File: config.mk
export PLATFORM = sky130hd
export DESIGN_NAME = char_lcd_4bit_sequencer
export DESIGN_NICKNAME = d
export VERILOG_FILES = /design/src/lcd4_pkg.sv /design/src/lcd4_front.sv /design/src/lcd4_queue.sv /design/src/lcd4_back.sv /design/src/char_lcd_4bit_sequencer.sv
export SDC_FILE = /design/constraint.sdc
export NUM_CORES = 1
export LEC_CHECK = 0
export ABC_CLOCK_PERIOD_IN_PS = 8000
export CAP_MARGIN = 20
export CORE_MARGIN = 1.5
export CORE_UTILIZATION = 60
export DETAILED_ROUTE_END_ITERATION = 8
export DONT_BUFFER_PORTS = 1
export PLACE_DENSITY = 0.76
export RECOVER_POWER = 100
export SYNTH_ARGS = -nofsm -noshare
export SYNTH_HDL_FRONTEND = slang
export SYNTH_HIERARCHICAL = 1
export SYNTH_SLANG_ARGS = --single-unit
File: constraint.sdc
create_clock -name i_clk -period 8 [get_ports i_clk]
set_input_delay 2.4 -clock i_clk [delete_from_list [all_inputs] [get_ports i_clk]]
set_output_delay 2.4 -clock i_clk [all_outputs]
set_load 0.01 [all_outputs]
File: src/lcd4_pkg.sv
// shared types, codes and constants for the 4-bit character lcd sequencer
package lcd4_pkg;

    localparam logic [1:0] CMD_INIT  = 2'd0;
    localparam logic [1:0] CMD_BYTE  = 2'd1;
    localparam logic [1:0] CMD_DATA  = 2'd2;
    localparam logic [1:0] CMD_CLEAR = 2'd3;

    localparam logic [2:0] CFG_PULSE    = 3'd0;
    localparam logic [2:0] CFG_SETTLE   = 3'd1;
    localparam logic [2:0] CFG_WAKE     = 3'd2;
    localparam logic [2:0] CFG_INIT_CMD = 3'd3;
    localparam logic [2:0] CFG_CLEAR    = 3'd4;
    localparam logic [2:0] CFG_WRAP_COL = 3'd5;
    localparam logic [2:0] CFG_WRAP_ADR = 3'd6;

    localparam logic [4:0] COLUMN_MAX = 5'd31;

    localparam logic [7:0] CLEAR_BYTE = 8'h01;

    // step numbers within one job
    localparam logic [3:0] STEP_BYTE_LO  = 4'd1;
    localparam logic [3:0] STEP_WRAP_LO  = 4'd3;
    localparam logic [3:0] STEP_WAKE_END = 4'd3;
    localparam logic [3:0] STEP_INIT_END = 4'd11;

    typedef struct packed {
        logic [1:0] command;
        logic [7:0] byte_value;
        logic       start_of_text;
    } t_in_item;

    typedef struct packed {
        logic [3:0]  nibble;
        logic        rs;
        logic [16:0] wait_after;
        logic        last;
    } t_out_item;

    typedef struct packed {
        logic [15:0] settle_ticks;
        logic [15:0] wake_ticks;
        logic [15:0] init_cmd_ticks;
        logic [15:0] clear_ticks;
        logic [4:0]  wrap_column;
        logic [7:0]  wrap_address;
    } t_cfg;

    // one classified request as handed from front to back
    typedef struct packed {
        logic [1:0] command;
        logic [7:0] byte_value;
        logic       wrap;
    } t_job;

    // init command bytes after the wake-up nibbles
    function automatic logic [7:0] init_byte(input logic [1:0] idx);
        logic [7:0] b;
        case (idx)
            2'd0:    b = 8'h28;
            2'd1:    b = 8'h0C;
            2'd2:    b = 8'h06;
            default: b = 8'h80;
        endcase
        return b;
    endfunction

    function automatic logic [3:0] wake_nibble(input logic [1:0] idx);
        logic [3:0] n;
        case (idx)
            2'd3:    n = 4'h2;
            default: n = 4'h3;
        endcase
        return n;
    endfunction

endpackage

File: src/lcd4_front.sv
// front end: accepts requests, tracks the text column and decides line wraps
module lcd4_front
    import lcd4_pkg::*;
(
    input  logic     i_clk,
    input  logic     i_rst_n,
    input  logic     i_accept,
    input  t_in_item i_item,
    input  logic [4:0] i_wrap_column,
    output t_job     o_job
);

    logic [4:0] r_column;
    logic [4:0] n_column;
    logic [4:0] col_base;
    logic       is_data;

    assign is_data  = (i_item.command == CMD_DATA);
    assign col_base = i_item.start_of_text ? 5'd0 : r_column;
    assign n_column = (col_base < COLUMN_MAX) ? col_base + 5'd1 : col_base;

    always_comb begin
        o_job.command    = i_item.command;
        o_job.byte_value = i_item.byte_value;
        o_job.wrap       = is_data && (n_column == i_wrap_column);
    end

    always_ff @(posedge i_clk) begin
        if (!i_rst_n) begin
            r_column <= 5'd0;
        end else if (i_accept && is_data) begin
            r_column <= n_column;
        end
    end

endmodule

File: src/lcd4_queue.sv
// two-entry job queue between front and back
module lcd4_queue
    import lcd4_pkg::*;
(
    input  logic i_clk,
    input  logic i_rst_n,
    input  logic i_push,
    input  t_job i_job,
    output logic o_full,
    input  logic i_pop,
    output logic o_empty,
    output t_job o_job
);

    t_job       r_mem [2];
    logic       r_wr_ptr;
    logic       r_rd_ptr;
    logic [1:0] r_count;
    logic       do_push;
    logic       do_pop;

    assign o_full  = (r_count == 2'd2);
    assign o_empty = (r_count == 2'd0);
    assign do_push = i_push && !o_full;
    assign do_pop  = i_pop && !o_empty;
    assign o_job   = r_mem[r_rd_ptr];

    always_ff @(posedge i_clk) begin
        if (do_push) begin
            r_mem[r_wr_ptr] <= i_job;
        end
    end

    always_ff @(posedge i_clk) begin
        if (!i_rst_n) begin
            r_wr_ptr <= 1'b0;
            r_rd_ptr <= 1'b0;
            r_count  <= 2'd0;
        end else begin
            if (do_push) begin
                r_wr_ptr <= !r_wr_ptr;
            end
            if (do_pop) begin
                r_rd_ptr <= !r_rd_ptr;
            end
            case ({do_push, do_pop})
                2'b10:   r_count <= r_count + 2'd1;
                2'b01:   r_count <= r_count - 2'd1;
                default: r_count <= r_count;
            endcase
        end
    end

    a_count_range: assert property (@(posedge i_clk) disable iff (!i_rst_n)
        r_count != 2'd3)
        else $error("job queue count out of range");

    a_ptr_match: assert property (@(posedge i_clk) disable iff (!i_rst_n)
        (r_count == 2'd0 || r_count == 2'd2) |-> (r_wr_ptr == r_rd_ptr))
        else $error("job queue pointers disagree with count");

    a_count_step: assert property (@(posedge i_clk) disable iff (!i_rst_n)
        (do_push && !do_pop) |=> (r_count == $past(r_count) + 2'd1))
        else $error("job queue count missed a push");

endmodule

File: src/lcd4_back.sv
// back end: expands one job into its run of strobes, one per cycle while the output register is empty or popped
module lcd4_back
    import lcd4_pkg::*;
(
    input  logic      i_clk,
    input  logic      i_rst_n,
    input  t_cfg      i_cfg,
    input  logic      i_q_empty,
    input  t_job      i_q_job,
    output logic      o_q_pop,
    output logic      o_empty,
    input  logic      i_pop,
    output t_out_item o_item
);

    logic        r_busy;
    t_job        r_job;
    logic [3:0]  r_step;
    logic        r_out_valid;
    t_out_item   r_out;

    logic        advance;
    logic        load;
    t_out_item   strobe;
    logic [7:0]  cur_byte;
    logic [15:0] extra;
    logic        hi_half;
    logic        is_wake;
    logic [2:0]  init_idx;

    assign load    = !r_busy && !i_q_empty;
    assign o_q_pop = load;
    assign advance = r_busy && (!r_out_valid || i_pop);
    assign o_empty = !r_out_valid;
    assign o_item  = r_out;

    assign hi_half  = !r_step[0];
    assign is_wake  = (r_job.command == CMD_INIT) && (r_step <= STEP_WAKE_END);
    // init command bytes start at step four, two steps each
    assign init_idx = r_step[3:1] - 3'd2;

    always_comb begin
        cur_byte = r_job.byte_value;
        extra    = 16'd0;
        strobe.rs   = 1'b0;
        strobe.last = 1'b0;
        case (r_job.command)
            CMD_INIT: begin
                cur_byte    = init_byte(init_idx[1:0]);
                extra       = (init_idx == 3'd0) ? i_cfg.wake_ticks : i_cfg.init_cmd_ticks;
                strobe.last = (r_step == STEP_INIT_END);
            end
            CMD_BYTE: begin
                strobe.last = (r_step == STEP_BYTE_LO);
            end
            CMD_DATA: begin
                if (r_step[1]) begin
                    cur_byte = i_cfg.wrap_address;
                end else begin
                    strobe.rs = 1'b1;
                end
                strobe.last = r_job.wrap ? (r_step == STEP_WRAP_LO)
                                         : (r_step == STEP_BYTE_LO);
            end
            CMD_CLEAR: begin
                cur_byte    = CLEAR_BYTE;
                extra       = i_cfg.clear_ticks;
                strobe.last = (r_step == STEP_BYTE_LO);
            end
            default: begin
                cur_byte = r_job.byte_value;
            end
        endcase

        if (is_wake) begin
            strobe.nibble     = wake_nibble(r_step[1:0]);
            strobe.wait_after = {1'b0, i_cfg.wake_ticks};
        end else if (hi_half) begin
            strobe.nibble     = cur_byte[7:4];
            strobe.wait_after = 17'd0;
        end else begin
            strobe.nibble     = cur_byte[3:0];
            strobe.wait_after = {1'b0, i_cfg.settle_ticks} + {1'b0, extra};
        end
    end

    always_ff @(posedge i_clk) begin
        if (load) begin
            r_job <= i_q_job;
        end
        if (advance) begin
            r_out <= strobe;
        end
    end

    always_ff @(posedge i_clk) begin
        if (!i_rst_n) begin
            r_busy      <= 1'b0;
            r_step      <= 4'd0;
            r_out_valid <= 1'b0;
        end else begin
            if (load) begin
                r_busy <= 1'b1;
                r_step <= 4'd0;
            end else if (advance) begin
                r_step <= r_step + 4'd1;
                if (strobe.last) begin
                    r_busy <= 1'b0;
                end
            end
            if (advance) begin
                r_out_valid <= 1'b1;
            end else if (i_pop) begin
                r_out_valid <= 1'b0;
            end
        end
    end

    a_step_bound: assert property (@(posedge i_clk) disable iff (!i_rst_n)
        r_busy |-> (r_step <= STEP_INIT_END))
        else $error("strobe step past end of init run");

    a_short_jobs: assert property (@(posedge i_clk) disable iff (!i_rst_n)
        (r_busy && r_job.command != CMD_INIT) |-> (r_step <= STEP_WRAP_LO))
        else $error("non-init job ran past four strobes");

    a_last_ends: assert property (@(posedge i_clk) disable iff (!i_rst_n)
        (advance && strobe.last) |=> (!r_busy && r_out.last && r_out_valid))
        else $error("job did not end on its last strobe");

endmodule

File: src/char_lcd_4bit_sequencer.sv
// top level of the 4-bit character lcd sequencer
// Each accepted request (init, command byte, data byte, clear) turns into a run of
// enable strobes read out through the output register: two strobes per byte, high nibble
// first, twelve for init, and two more after a data byte that reaches the wrap column.
// A request is classified on entry, waits in a two-entry job queue, and is then
// loaded and expanded by the strobe sequencer at one strobe per cycle while the output
// register is empty or popped; the next job is loaded only after the last strobe of
// the current one. New requests are taken while the queue has room. Configuration
// writes are always ready; pulse_ticks is accepted but has no effect on any strobe.
module char_lcd_4bit_sequencer
    import lcd4_pkg::*;
(
    input  logic        i_clk,
    input  logic        i_rst_n,
    input  logic        push,
    output logic        full,
    input  t_in_item    i_item,
    output logic        empty,
    input  logic        pop,
    output t_out_item   o_item,
    input  logic        i_cfg_valid,
    output logic        o_cfg_ready,
    input  logic [2:0]  i_cfg_index,
    input  logic [15:0] i_cfg_data
);

    t_cfg r_cfg;
    t_job front_job;
    t_job q_job;
    logic q_empty;
    logic q_pop;
    logic accept;

    assign o_cfg_ready = 1'b1;
    assign accept      = push && !full;

    always_ff @(posedge i_clk) begin
        if (!i_rst_n) begin
            r_cfg.settle_ticks   <= 16'd1000;
            r_cfg.wake_ticks     <= 16'd30000;
            r_cfg.init_cmd_ticks <= 16'd800;
            r_cfg.clear_ticks    <= 16'd10000;
            r_cfg.wrap_column    <= 5'd16;
            r_cfg.wrap_address   <= 8'hC1;
        end else if (i_cfg_valid) begin
            case (i_cfg_index)
                CFG_SETTLE:   r_cfg.settle_ticks   <= i_cfg_data;
                CFG_WAKE:     r_cfg.wake_ticks     <= i_cfg_data;
                CFG_INIT_CMD: r_cfg.init_cmd_ticks <= i_cfg_data;
                CFG_CLEAR:    r_cfg.clear_ticks    <= i_cfg_data;
                CFG_WRAP_COL: r_cfg.wrap_column    <= i_cfg_data[4:0];
                CFG_WRAP_ADR: r_cfg.wrap_address   <= i_cfg_data[7:0];
                default:      r_cfg                <= r_cfg;
            endcase
        end
    end

    lcd4_front u_front (
        .i_clk         (i_clk),
        .i_rst_n       (i_rst_n),
        .i_accept      (accept),
        .i_item        (i_item),
        .i_wrap_column (r_cfg.wrap_column),
        .o_job         (front_job)
    );

    lcd4_queue u_queue (
        .i_clk   (i_clk),
        .i_rst_n (i_rst_n),
        .i_push  (push),
        .i_job   (front_job),
        .o_full  (full),
        .i_pop   (q_pop),
        .o_empty (q_empty),
        .o_job   (q_job)
    );

    lcd4_back u_back (
        .i_clk     (i_clk),
        .i_rst_n   (i_rst_n),
        .i_cfg     (r_cfg),
        .i_q_empty (q_empty),
        .i_q_job   (q_job),
        .o_q_pop   (q_pop),
        .o_empty   (empty),
        .i_pop     (pop),
        .o_item    (o_item)
    );

endmodule

* Yosys cells after proc, flatten, opt, wreduce, memory -nomap -nowiden
Memories as Yosys holds them, arrays and structs flattened. A register that Yosys moved wholly into a read port is not among the register bits.
Index checks and enable logic that the tools add are counted.
** Storage, ports and cells
- Input port bits :: 35
- Bits in registers :: 115
- Word-level logic and storage cells :: 104
- Output and inout port bits :: 26
- Memories kept :: 1
- Memory bits (writable) :: 22
** Cells by class
- Magnitude comparators :: 2
- Eq/ne operators :: 20
- Mux-type cells :: 23
- $add $sub $neg :: 6
- Reduce and logical (&&, ||, !) cells :: 32
- Bitwise gates (word level) :: 2
** Memories
- u_queue.r_mem :: words 2, width 11, rd ports 1, clocked after memory_dff 1, wr ports 1, RTL line lcd4_queue.sv:15 : t_job r_mem [2];
** Operator list (count)
- 16-bit two-way mux :: 3
- 8-bit one-hot mux with 3 select lines :: 2
- 16-bit one-hot mux with 2 select lines :: 1
- 16-bit by 16-bit adder with 17-bit output :: 1
- 2-bit equality test, second input constant :: 7
- 2-bit AND reduction :: 7
- 1-bit two-way mux :: 10
- 5-bit two-way mux :: 2
- 3-bit equality test, second input constant :: 3
- 4-bit two-way mux :: 2
- 8-bit two-way mux :: 1
- 2-bit nonzero test :: 4
- 1-bit logical AND :: 7
- 2-bit by 1-bit equality test with 1-bit output, second input constant :: 3
- 3-bit by 2-bit equality test with 1-bit output, second input constant :: 2
- 1-bit zero test :: 6
- 2-bit zero test :: 3
- 2-bit OR reduction :: 3
- 5-bit by 1-bit adder with 5-bit output, second input constant :: 1
- 5-bit equality test :: 1
- 5-bit less-than comparator, second input constant :: 1
- 4-bit by 1-bit adder with 4-bit output, second input constant :: 1
- 4-bit by 1-bit equality test with 1-bit output, second input constant :: 1
- 4-bit by 2-bit equality test with 1-bit output, second input constant :: 1
- 11 further kinds :: 12

* Depth between registers and ports, before layout
- Depth in word-level cells :: 7
- Depth in mapped cells :: 15
- Depth with buffers taken out :: 14

* Cells and area by module
Netlist, hierarchy kept.
** By module, submodules not included
- lcd4_back :: area an instance 3241.9 µm², times used 1, seq. area each 1141.1 µm², cells each 351
- char_lcd_4bit_sequencer :: area an instance 3017.9 µm², times used 1, seq. area each 1541.5 µm², cells each 291
- lcd4_queue :: area an instance 1026.0 µm², times used 1, seq. area each 760.7 µm², cells each 60
- lcd4_front :: area an instance 486.7 µm², times used 1, seq. area each 100.1 µm², cells each 59

* Worst setup path after synthesis
Ideal clock, no wire load.
- Path type :: input to register
- Start point :: in i_item[0] in the netlist's numbering
- End point :: mem u_queue/r_mem[0][0] in the netlist's numbering, data pin
- Slack :: 4.099 ns
- Setup time :: 0.179 ns
- Buffers on the path :: 0
- Stages :: 8
- Required time :: 7.821 ns
- Arrival :: 3.721 ns
- Cells stage by stage :: nand2b_1 > inv_1 > ha_1 > nand3_2 > mux2_4 > nor4_2 > a41oi_1 > a311oi_2
** RTL lines
- start, declared :: RTL line char_lcd_4bit_sequencer.sv:17 : input t_in_item i_item,
- end, declared :: RTL line lcd4_queue.sv:15

==> results.json <==
{
  "status": "finished, final reports clean",
  "p_total_mw": 2.43,
  "grt_pass1_wl_mm": 27.1,
  "reg2reg_from": "u_back/r_step[1]$_SDFFE_PP0P_",
  "holdBufCountCts": 0,
  "avgRoutedWirePerCell_um": 18.9,
  "maxSlewHeadroom": 0.0531,
  "io-pin-count": 61,
  "synth_ff_type": "dfxtp_1",
  "finalNetCount": 797,
  "numClockSinks": 149,
  "port_buffers": 0,
  "area_growth_pct": 5.86,
  "critPathRequiredTime_ns": 8.17,
  "ys_top_cells_by_area": "dfxtp_1 (24%), edfxtp_1 (22%), mux2i_1 (10%), ha_1 (5.0%), nand2_1 (4.8%)",
  "timing.hold.ws_ns": 0.465,
  "core.rowCount": 41,
  "rsz0062_at_grt": "no",
  "synth_xor_area_frac": 0.0180,
  "cts_buffers": 17,
  "final_core_util": 0.652,
  "die_x_um": 117,
  "async_flop_share": 0,
  "cts_tree": "done",
  "cap_violations": 0,
  "clockBufferDepth": 2,
  "synth.area.mux_share": 0.145,
  "critical_path_class": "reg -> reg",
  "dieArea_um2": 13600,
  "cts_setup_buffers": 0,
  "ys_types": 72,
  "syn_inst": 761,
  "setup.worst_path.start_class": "flip-flop",
  "crit_fanout": 16,
  "clk_latency_ns": 0.42,
  "placed_area_um2": 7710,
  "synth_top_area_share": 0.240,
  "stdcell_area_um2": 8230,
  "synth_area_leader_cell": "dfxtp_1",
  "routed_wl_mm": 17.3,
  "drv_slew": 0,
  "postRouteAntennaNets": 0,
  "finalCriticalPeriod_ns": 4.38,
  "leakage_nw": 3.33,
  "grt_use_total": 0.263,
  "root_buffer": "clkbuf_16",
  "gp_congestion": 0.900,
  "drc": 0,
  "arrival_ns": 4.56,
  "synth-simple-area-share": 0.166,
  "r2r_cells": 12,
  "first_global_vias": 5156,
  "cts_resized": 0,
  "diodes": 0,
  "placed_cells": 882,
  "finalSetupViolCount": 0,
  "finalCritPeriodShare": 0.548,
  "holdPathStages": 2,
  "worstMarginPinSlew_ns": 1.42,
  "start_util": 0.616,
  "avgSynthCellArea_um2": 10.2,
  "synth_edf_count": 56,
  "clock.fmax_mhz": 228,
  "first_pass_iters": 5,
  "ys_seq_area_frac": 0.456,
  "dpl_worst_slack_ns": 3.71,
  "tns_ns": 0,
  "worstSetupEndpointType": "flip-flop",
  "stdcell_count": 914,
  "fillers": 1038,
  "power_density_nw_per_um2": 295,
  "hold_violations": 0,
  "vias_per_cell": 6.13,
  "synthAdderAreaFrac": 0.0525,
  "timing.final.ws_setup_ns": 3.62,
  "synth_fp_nets": 828,
  "yosys-top-cells-count": "nand2_1 (99), dfxtp_1 (93), mux2i_1 (81)",
  "drive_gt1_frac": 0.0755,
  "synth-compound-area-share": 0.113,
  "skew_ns": 0.00575,
  "htree_levels": 4,
  "vias": 5604,
  "yosys_warnings": 6,
  "hold_path_end": "r_cfg[27]$_SDFFE_PN0P_",
  "die-height_um": 117,
  "grt_start_max_net_pins": 118,
  "max-vdd-ir-drop_uv": 146,
  "antenna_found_initial": 0,
  "ys_seq_elements": 149,
  "clk_pin_slew_ns": 0.06,
  "regToRegSetupSlack_ns": 3.62,
  "crit_start": "u_back/r_step[1]$_SDFFE_PP0P_",
  "drt-initial-drc-count": 611,
  "reg2reg_to": "u_back/o_item[14]$_DFFE_PP_",
  "yosysMostFrequentCell": "nand2_1",
  "synth_top_family_by_area": "simple AND/OR/NAND/NOR gates",
  "core-area_um2": 12600,
  "place_hpwl_mm": 12.3,
  "synth_area_um2": 7770,
  "hold_path_startpoint": "r_cfg[27]$_SDFFE_PN0P_",
  "hp-class": "reg -> reg",
  "grt_overflow": 0
}
## critical path, cell delays in order, from the launching register on
cell      delay, ns
dfxtp_1        0.52
inv_1          0.23
ha_1           0.26
nand2_1        0.57
mux2_2         0.42
a22oi_1        0.14
nor2_1         0.06
ha_1           0.39
a21o_1         0.25
a31o_1         0.26
o2111a_1       0.28
or4_1          0.50
a32o_1         0.26
## sequential cells by signal, summed over array words and instances (netlist names), named ones only
register            flops
r_cfg                  77
u_back/o_item          23
u_back/r_busy           1
u_back/r_job           11
u_back/r_out_valid      1
u_back/r_step           4
u_front/r_column        5
u_queue/r_count         2
u_queue/r_mem          22
u_queue/r_rd_ptr        1
u_queue/r_wr_ptr        1
## cell type report
cell class                 count  area [um^2]  area share
clock inverter                11          111      0.0135
sequential                   149         3540       0.431
multi-input combinational    539         3830       0.466
tap                          172          215      0.0262
inverter                      17         63.8     0.00776
clock buffer                  20          437      0.0531
timing repair buffer           6         22.5     0.00274
## worst max-delay path by stage
stage / end / slack [ns] / cells after the start
after floorplan: u_queue/r_mem[0][0]$_DFFE_PP_ / 4.10 / 8
after global placement: u_back/o_item[14]$_DFFE_PP_ / 3.81 / 12
after detailed placement: u_back/o_item[14]$_DFFE_PP_ / 3.71 / 12
after CTS: u_back/o_item[14]$_DFFE_PP_ / 3.67 / 12
after global routing: u_back/o_item[14]$_DFFE_PP_ / 3.38 / 12
final: u_back/o_item[14]$_DFFE_PP_ / 3.62 / 12
## placed cells by master, fill, tap and decap left out, types with 5 or more instances in the layout
master     instances
clkbuf_16         17
mux2_2            27
nand2_1           99
a21o_1             5
edfxtp_1          56
o21a_1             5
nand3_1           14
or3_1              5
a21oi_1           14
clkbuf_1           9
o21ai_0           25
nor2b_1           53
ha_1              31
inv_1             17
xnor2_1           13
o211ai_1           5
dfxtp_1           93
nor2_1            46
a211oi_1           7
and3_1             6
a221oi_1           5
nor3_1             6
mux2i_1           81
a22oi_1           16
## power breakdown
part	switching, mW	total, mW	internal (mW)
Clock	0.296	0.748	0.452
Sequential	0.105	1.06	0.950
Combinational	0.395	0.628	0.233
Total	0.796	2.43	1.63
## metal layers
layer | track usage | share of wire
met5 | 0 | 0
met4 | 0.0892 | 0.017
met1 | 0.407 | 0.48
met2 | 0.366 | 0.43
met3 | 0.0536 | 0.075
## cells by family after synthesis
group / after synthesis
AND/OR/NAND/NOR: 259
flip-flops: 149
AO/OA/AOI/OAI: 122
multiplexers: 109
buffers and inverters: 73
adder cells (fa/ha/maj): 32
XOR/XNOR: 16
other: 1
(Power assumes the default switching activity.)
